### config.mk
export PLATFORM = sky130hd
export DESIGN_NAME = shst_hash
export DESIGN_NICKNAME = d
export VERILOG_FILES = /design/src/design/shst_pkg.sv /design/src/design/shst_hash.sv
export SDC_FILE = /design/constraint.sdc
export NUM_CORES = 1
export LEC_CHECK = 0
export ABC_CLOCK_PERIOD_IN_PS = 9550
export BUFFER_PORTS_ARGS = -buffer_cell sky130_fd_sc_hd__buf_4
export CAP_MARGIN = 20
export CORE_MARGIN = 5
export CORE_UTILIZATION = 35
export CTS_CLUSTER_SIZE = 10
export DETAILED_ROUTE_END_ITERATION = 10
export SETUP_SLACK_MARGIN = 0.2
export SYNTH_ARGS = -nofsm -noshare
export SYNTH_HDL_FRONTEND = slang
export SYNTH_SLANG_ARGS = --single-unit
### constraint.sdc
create_clock -name clk -period 9.55 [get_ports clk]
set_input_delay 0.955 -clock clk [delete_from_list [all_inputs] [get_ports clk]]
set_output_delay 0.955 -clock clk [all_outputs]
set_load 0.005 [all_outputs]
### src/design/shst_pkg.sv
// Shared constants, codes and types for the sharded hash set toggle unit.
// No dependencies; imported by the top level and the hash unit.
`default_nettype none

package shst_pkg;

  // Geometry (both must be powers of two)
  localparam int SHARDS          = 256;
  localparam int SLOTS_PER_SHARD = 64;
  localparam int SHARD_W         = $clog2(SHARDS);
  localparam int SLOT_W          = $clog2(SLOTS_PER_SHARD);
  localparam int ADDR_W          = SHARD_W + SLOT_W;
  localparam int DEPTH           = SHARDS * SLOTS_PER_SHARD;

  // Field widths
  localparam int KEY_W       = 64;
  localparam int FILL_W      = 7;
  localparam int TOTAL_W     = 15;
  localparam int STATUS_W    = 2;
  localparam int M_PAYLOAD_W = STATUS_W + TOTAL_W;
  localparam int M_TDATA_W   = ((M_PAYLOAD_W + 7) / 8) * 8;
  localparam int SHARD_SHIFT = 16;

  // Hash: v ^= v>>33; v *= MIX_MUL; v ^= v>>33; only low SLOT_W bits matter,
  // which needs the low MIX_SHIFT+SLOT_W bits of the product.
  localparam logic [KEY_W-1:0] MIX_MUL = 64'hff51afd7ed558ccd;
  localparam int MIX_SHIFT = 33;
  localparam int MUL_W     = MIX_SHIFT + SLOT_W;
  localparam int LO_W      = (MUL_W + 1) / 2;
  localparam int HI_W      = MUL_W - LO_W;

  // Slot markers
  localparam logic [KEY_W-1:0] SLOT_EMPTY = '0;
  localparam logic [KEY_W-1:0] SLOT_TOMB  = 64'd1;

  // Status codes
  localparam logic [STATUS_W-1:0] STAT_INSERTED = 2'd0;
  localparam logic [STATUS_W-1:0] STAT_REMOVED  = 2'd1;
  localparam logic [STATUS_W-1:0] STAT_FULL     = 2'd2;
  localparam logic [STATUS_W-1:0] STAT_RESERVED = 2'd3;

  // Register map (word index taken from paddr[2])
  localparam int          PADDR_W        = 3;
  localparam logic        REG_FILL_LIMIT = 1'b0;
  localparam logic [FILL_W-1:0] FILL_LIMIT_RST = 7'd32;

  // Hash unit result
  typedef struct packed {
    logic              done;
    logic [SLOT_W-1:0] pos;
  } hash_res_t;

endpackage

`default_nettype wire

### src/design/shst_hash.sv
// Multi-cycle home-slot hash: xorshift, multiply by MIX_MUL in three partial
// products, one per step, then xorshift, low bits. Depends on shst_pkg.
`default_nettype none

module shst_hash
  import shst_pkg::*;
(
  input  wire logic             clk,
  input  wire logic             rst,
  input  wire logic             start,
  input  wire logic [KEY_W-1:0] key,
  output hash_res_t             res
);

  localparam logic [LO_W-1:0] C_LO = MIX_MUL[LO_W-1:0];
  localparam logic [HI_W-1:0] C_HI = MIX_MUL[MUL_W-1:LO_W];

  logic [3:0]          step;
  logic [MUL_W-1:0]    a;
  logic [MUL_W-1:0]    p0;
  logic [HI_W-1:0]     x;
  logic [KEY_W-1:0]    key_mix;
  logic [2*LO_W-1:0]   p0_full;
  logic [2*HI_W-1:0]   xa_full;
  logic [2*HI_W-1:0]   xb_full;
  logic [MUL_W-1:0]    prod;

  // partial products of the low MUL_W bits of a * MIX_MUL
  always_comb begin
    key_mix = key ^ (key >> MIX_SHIFT);
    p0_full = a[LO_W-1:0] * C_LO;
    xa_full = a[HI_W-1:0] * C_HI;
    xb_full = a[MUL_W-1:LO_W] * C_LO[HI_W-1:0];
    prod    = p0 + {x, {LO_W{1'b0}}};
  end

  // step sequencer and result register
  always_ff @(posedge clk) begin
    if (rst) begin
      step     <= '0;
      res.done <= 1'b0;
    end else begin
      step     <= {step[2:0], start};
      res.done <= step[3];
      if (step[3]) begin
        res.pos <= prod[SLOT_W-1:0] ^ prod[MUL_W-1:MIX_SHIFT];
      end
    end
  end

  // datapath
  always_ff @(posedge clk) begin
    if (start) begin
      a <= key_mix[MUL_W-1:0];
    end
    if (step[0]) begin
      p0 <= p0_full[MUL_W-1:0];
    end
    if (step[1]) begin
      x <= xa_full[HI_W-1:0];
    end
    if (step[2]) begin
      x <= x + xb_full[HI_W-1:0];
    end
  end

endmodule

`default_nettype wire
==> impl_metrics.csv, run 1 <==
group,metric,value,unit
clock_network,h-tree-depth,3,
clock_network,ctsResizeCount,0,
setup_path,start_kind,"flop",
grt,overflow,0,
route,wl_per_cell,16.7,microns
grt,grt_max_degree,41,
floorplan,chipWidth,225,microns
yosys,ys.flop_type,"edfxtp_1",
route,routed-via-count,10000,
floorplan,start_util,35.1,%
sta,max_freq,158,MHz
sta,hold_violations,0,
route,wl,37300,microns
clock_network,path_clk_slew,0.08,ns
sta,final.period_utilization,66.4,%
sta,finalMaxSlewViolations,0,
yosys,synthDistinctLibCells,52,
yosys,ys_async_sr_fraction,0,%
route,dr.pass1.iters,5,
floorplan,num_io_pins,74,
placed_design,place_hpwl,33000,microns
grt,grt_pass1_vias,11300,
placed_design,io_buffers,73,
sta,relSlewSlack,39.9,%
yosys,mappedNetlistNets,2160,
yosys,ys_seq_area_share,17.1,%
clock_network,cts-root-buf,"clkbuf_16",
floorplan,row_count,79,
sta,grt_setup_unrepaired,"false",
setup_path,critPathKind,"reg2reg",
clock_network,cts.sinks,94,
sta,post-route-min-period,6.34,ns
grt,grt_use_total,15.5,%
final_layout,fillers,4596,
route,drc_errors,0,
sta,tightest_slew,0.879,ns
setup_path,worstPathRequired,9.68,ns
yosys,synth_edf_count,89,
sta,setup_tns,0,ns
clock_network,cts_buffers,9,
floorplan,core,46300,sq um
final_layout,drive_gt1_share,7.58,%
setup_path,end_kind,"flop",
final_layout,multiInputGateArea,11600,sq um
grt,antenna_found_initial,0,
route,drtIter0Drc,403,
setup_path,crit_path_start,"a[0]$_DFFE_PP_",
clock_network,clock_latency,0.38,ns
floorplan,dieArea,50800,sq um
clock_network,max-clock-path-buffers,2,
route,vias_per_cell,4.50,
yosys,ys_ff_latch,94,
yosys,syn_area,16200,sq um
final_layout,seq_area,2770,sq um
clock_network,cts_tree,"built",
yosys,yosys_warnings,0,
setup_path,worstReg2RegStart,"a[0]$_DFFE_PP_",
route,drtAntennaViolNets,0,
worst_hold_path,worstHoldPathType,"reg2reg",
sta,skew,0.0147,ns
placed_design,gp_congestion,0.948,
setup_path,arrival,6.48,ns
setup_path,cp_max_fo,14,
sta,setup_viol,0,
final_layout,nNetsFinal,2242,
final_layout,area_growth_syn_to_layout,10.2,%
floorplan,die_y,225,microns
job,cap_viol_max_count,0,
run_status,status,"finished clean",
yosys,syn_avg_cell_area,10.6,sq um
worst_hold_path,hp-start,"step[3]$_SDFF_PP0_",
clock_network,post_cts_buffers,0,
yosys,synthCells,1535,
grt,grt_pass1_wl,61000,microns
clock_network,ctsHoldBuffers,0,
registers in the layout, summed over array words and instances (netlist names):
name / cells
a: 39
p0: 25
res: 7
step: 4
x: 19
metrics by stage:
| step | cell area [sq um] | util, % | hold slack [ns] | worst slack, ns | cells |
|---|---|---|---|---|---|
| 4_1_cts | 17900 | 38.6 | 0.463 | 3.20 | 2228 |
| 3_5_place_dp | 17500 | 37.9 | 0.450 | 3.20 | 2212 |
| 5_1_grt | 17900 | 38.7 | 0.478 | 2.89 | 2229 |
| 2_1_floorplan | 16200 | - | 0.429 | 4.02 | 1535 |
| 3_3_place_gp | 17500 | 37.9 | 0.453 | 3.34 | 2212 |
| 6_report | 17900 | 38.7 | 0.457 | 3.21 | 2230 |
synthesized netlist by cell type, types with 11 or more instances:
cell	number	area [sq um]
a21o_1	20	150
a21oi_1	41	205
edfxtp_1	89	2670
fa_1	250	5000
ha_1	308	3850
inv_1	501	1880
nand2_1	20	75.1
nor2_1	25	93.8
nor3_1	11	55.1
o21ai_0	13	65.1
xnor2_1	75	657
xor2_1	59	517
cells by family after synthesis:
family,Yosys count,share of synthesized area [%]
adders and majority gates,558,54.6
DFF,94,17.1
and+or+nand+nor,101,3.15
buffers and inverters,505,11.7
xor gates and xnor gates,134,7.23
AOI/OAI and AO/OA,136,5.82
muxes,7,0.470
path summary, 6_finish.rpt:
path | end | slack, ns | depth (start not counted)
min | res[6]$_SDFF_PP0_ | 0.46 | 1
min reg2reg | res[6]$_SDFF_PP0_ | 0.46 | 1
max | p0[24]$_DFFE_PP_ | 3.21 | 21
max reg2reg | p0[24]$_DFFE_PP_ | 3.21 | 21
layout make-up:
type                    count  area share (%)
diodes                      1          0.0140
clock buffers               9            1.26
clock inverters             7           0.553
inverters                 501            10.5
multi-input cells         936            64.7
flip-flops and latches     94            15.5
well taps                 607            4.25
repair buffers             75            3.26
metal layers:
metal  global-route usage (%)  vias to the layer above  wire length (microns)
met5                        0                        -                      0
met4                     5.27                        0                   1190
met3                     1.86                       43                   1170
met2                     26.6                      143                  18400
met1                     20.5                     4929                  16600
li1                         -                     4928                      -
critical path, stage by stage, from the launching register on:
cell and delay [ns]:
edfxtp_1 0.81, ha_1 0.33, xor2_1 0.33, ha_1 0.30, inv_1 0.09, fa_1 0.42
inv_1 0.07, fa_1 0.43, fa_1 0.55, inv_1 0.07, fa_1 0.48, inv_1 0.04
ha_1 0.28, nand2_1 0.08, a211o_1 0.12, o221ai_1 0.14, a21oi_1 0.43, o21ai_0 0.29
or2_2 0.35, a21o_2 0.23, a21oi_1 0.18, xnor2_1 0.08
placed cells by master (no fill, tap or decap), drive strengths merged, types with 3 or more instances in the layout:
| cell | n |
|---|---|
| inv | 501 |
| nand2b | 6 |
| a211o | 3 |
| o31ai | 4 |
| mux2 | 5 |
| clkinv | 5 |
| or2 | 6 |
| a21oi | 44 |
| nor3 | 11 |
| a31oi | 6 |
| a21o | 23 |
| fa | 250 |
| dfxtp | 5 |
| a31o | 4 |
| nor2b | 8 |
| and3 | 7 |
| o211ai | 4 |
| nand2 | 20 |
| clkbuf | 9 |
| o21bai | 5 |
| nand3 | 7 |
| nor2 | 25 |
| buf | 75 |
| and2 | 5 |
| xor2 | 59 |
| edfxtp | 89 |
| xnor2 | 75 |
| o21a | 7 |
| o21ai | 18 |
| a211oi | 5 |
| ha | 308 |
| nand4 | 3 |
Power of run 1 is not shown: default switching activity piles up to over one toggle a cycle in this logic, so the estimate is an artifact.
==> run 2, diff against run 1 <==
ABC_CLOCK_PERIOD_IN_PS = 5400   (was 9550)
clock period = 5.4 ns   (was 9.55 ns; I/O delays follow)
==> impl_metrics.csv, run 2 (synthesis results as in run 1) <==
group,metric,value,unit
clock_network,ctsHoldBuffers,0,
grt,grt_use_total,16.0,%
grt,overflow,0,
floorplan,chipWidth,225,microns
final_layout,num_antenna_cells,0,
floorplan,start_util,35.1,%
final_layout,final_common_cell,"inv_1",
clock_network,cts_tree,"built",
sta,post-route-min-period,5.59,ns
grt,antenna_found_initial,1,
clock_network,clock_latency,0.39,ns
sta,postLayoutSetupSlackWorst,-0.191,ns
worst_hold_path,worstHoldPathType,"in2reg",
run_status,violations,"negative setup slack",
sta,final.period_utilization,104,%
grt,grt_pass1_wl,63500,microns
final_layout,fillers,4431,
clock_network,cts_buffers,9,
worst_hold_path,min_to,"a[32]$_DFFE_PP_",
clock_network,cts-root-buf,"clkbuf_16",
route,drc_errors,0,
setup_path,cp_max_fo,3,
job,cap_viol_max_count,0,
floorplan,core,46300,sq um
final_layout,final_cell_mix,"478 x inv_1, 257 x ha_1, 247 x fa_1",
sta,hold_violations,0,
worst_hold_path,hold_depth,1,
placed_design,gp_congestion,0.921,
setup_path,start_kind,"flop",
setup_path,crit_path_start,"a[7]$_DFFE_PP_",
setup_path,r2r-end,"p0[36]$_DFFE_PP_",
setup_path,arrival,5.73,ns
clock_network,h-tree-depth,3,
final_layout,reg_top3,"a: 39 flops, p0: 25 flops, x: 19 flops",
placed_design,io_buffers,73,
setup_path,end_kind,"flop",
setup_path,critPathKind,"reg2reg",
route,wl,39700,microns
floorplan,die_y,225,microns
final_layout,largest_reg_flops,39,
floorplan,num_io_pins,74,
route,routed-via-count,10800,
clock_network,cts.sinks,94,
sta,max_freq,179,MHz
sta,setup_viol,8,
final_layout,drive_gt1_share,22.9,%
placed_design,dp.cells,2347,
route,drtIter0Drc,409,
sta,relSlewSlack,52.6,%
final_layout,nNetsFinal,2415,
sta,finalMaxSlewViolations,0,
route,wl_per_cell,16.5,microns
sta,whs,0.338,ns
clock_network,path_clk_slew,0.08,ns
setup_path,worstPathRequired,5.54,ns
sta,skew,0.0163,ns
final_layout,instances_no_fill,2402,
worst_hold_path,hp-start,"key[32]",
run_status,status,"finished, violations left",
setup_path,reg2reg_depth,20,
sta,tightest_slew,0.709,ns
final_layout,regMostFlops,"a",
setup_path,worstReg2RegStart,"a[7]$_DFFE_PP_",
floorplan,dieArea,50800,sq um
final_layout,area_growth_syn_to_layout,24.2,%
route,vias_per_cell,4.50,
route,dr.pass1.iters,4,
grt,grt_max_degree,41,
route,drtAntennaViolNets,0,
placed_design,place_hpwl,34400,microns
clock_network,max-clock-path-buffers,2,
grt,grt_pass1_vias,12000,
final_layout,fin_util,43.6,%
setup_path,regToRegSetupSlack,-0.19,ns
sta,grt_setup_unrepaired,"true",
placed_design,pre_cts_slack,-0.331,ns
floorplan,row_count,79,
## run 2: what timing repair did
item,in CTS,in global routing
gates cloned,0,0
gates resized for setup,63,88
setup endpoints to repair,23,24
pin swaps,62,48
setup buffers,19,19
## run 2: through the flow
| stage | TNS [ns] | cell area [sq um] |
|---|---|---|
| final | -0.839 | 20200 |
| after global routing | -2.78 | 20200 |
| after floorplan | 0 | 16300 |
| after detailed placement | -2.91 | 18700 |
| after global placement | -1.93 | 18700 |
| after CTS | -1.46 | 19500 |
## run 2: area by class of cell
type,instances,area [sq um],area share [%]
multi-input cells,936,12500,61.9
flip-flops and latches,94,2770,13.7
repair buffers,248,1960,9.70
inverters,501,1880,9.34
well taps,607,759,3.77
clock buffers,9,225,1.12
clock inverters,7,76.3,0.378
## run 2: how the worst max path moves through the flow
stage / endpoint / slack, ns / depth (start not counted)
finish: p0[36]$_DFFE_PP_ / -0.19 / 20
global route: p0[36]$_DFFE_PP_ / -0.37 / 21
CTS: p0[36]$_DFFE_PP_ / -0.20 / 20
detailed placement: x[17]$_DFFE_PP_ / -0.33 / 19
global placement: p0[36]$_DFFE_PP_ / -0.19 / 20
floorplan: p0[36]$_DFFE_PP_ / 0.03 / 20
## run 2: critical path, cell delays in order, from the launching register on
cell	delay [ns]
edfxtp_1	0.52
buf_6	0.18
ha_4	0.23
fa_1	0.52
inv_1	0.06
fa_1	0.45
fa_1	0.51
inv_2	0.04
fa_1	0.49
inv_2	0.04
fa_1	0.49
inv_2	0.05
ha_4	0.21
and3_2	0.22
and3_2	0.24
and3_2	0.23
a21oi_4	0.18
o21ai_2	0.09
a211o_2	0.37
a21oi_2	0.14
xnor2_1	0.08
## run 2: routing by layer
| layer | vias to the layer above | track usage, % | share of wire, % |
|---|---|---|---|
| met5 | - | 0 | 0 |
| li1 | 5262 | - | - |
| met1 | 5361 | 20.8 | 44 |
| met2 | 134 | 28.3 | 51 |
| met3 | 41 | 1.98 | 3.0 |
| met4 | 0 | 4.53 | 2.2 |
Power of run 2 is left out for the same reason.
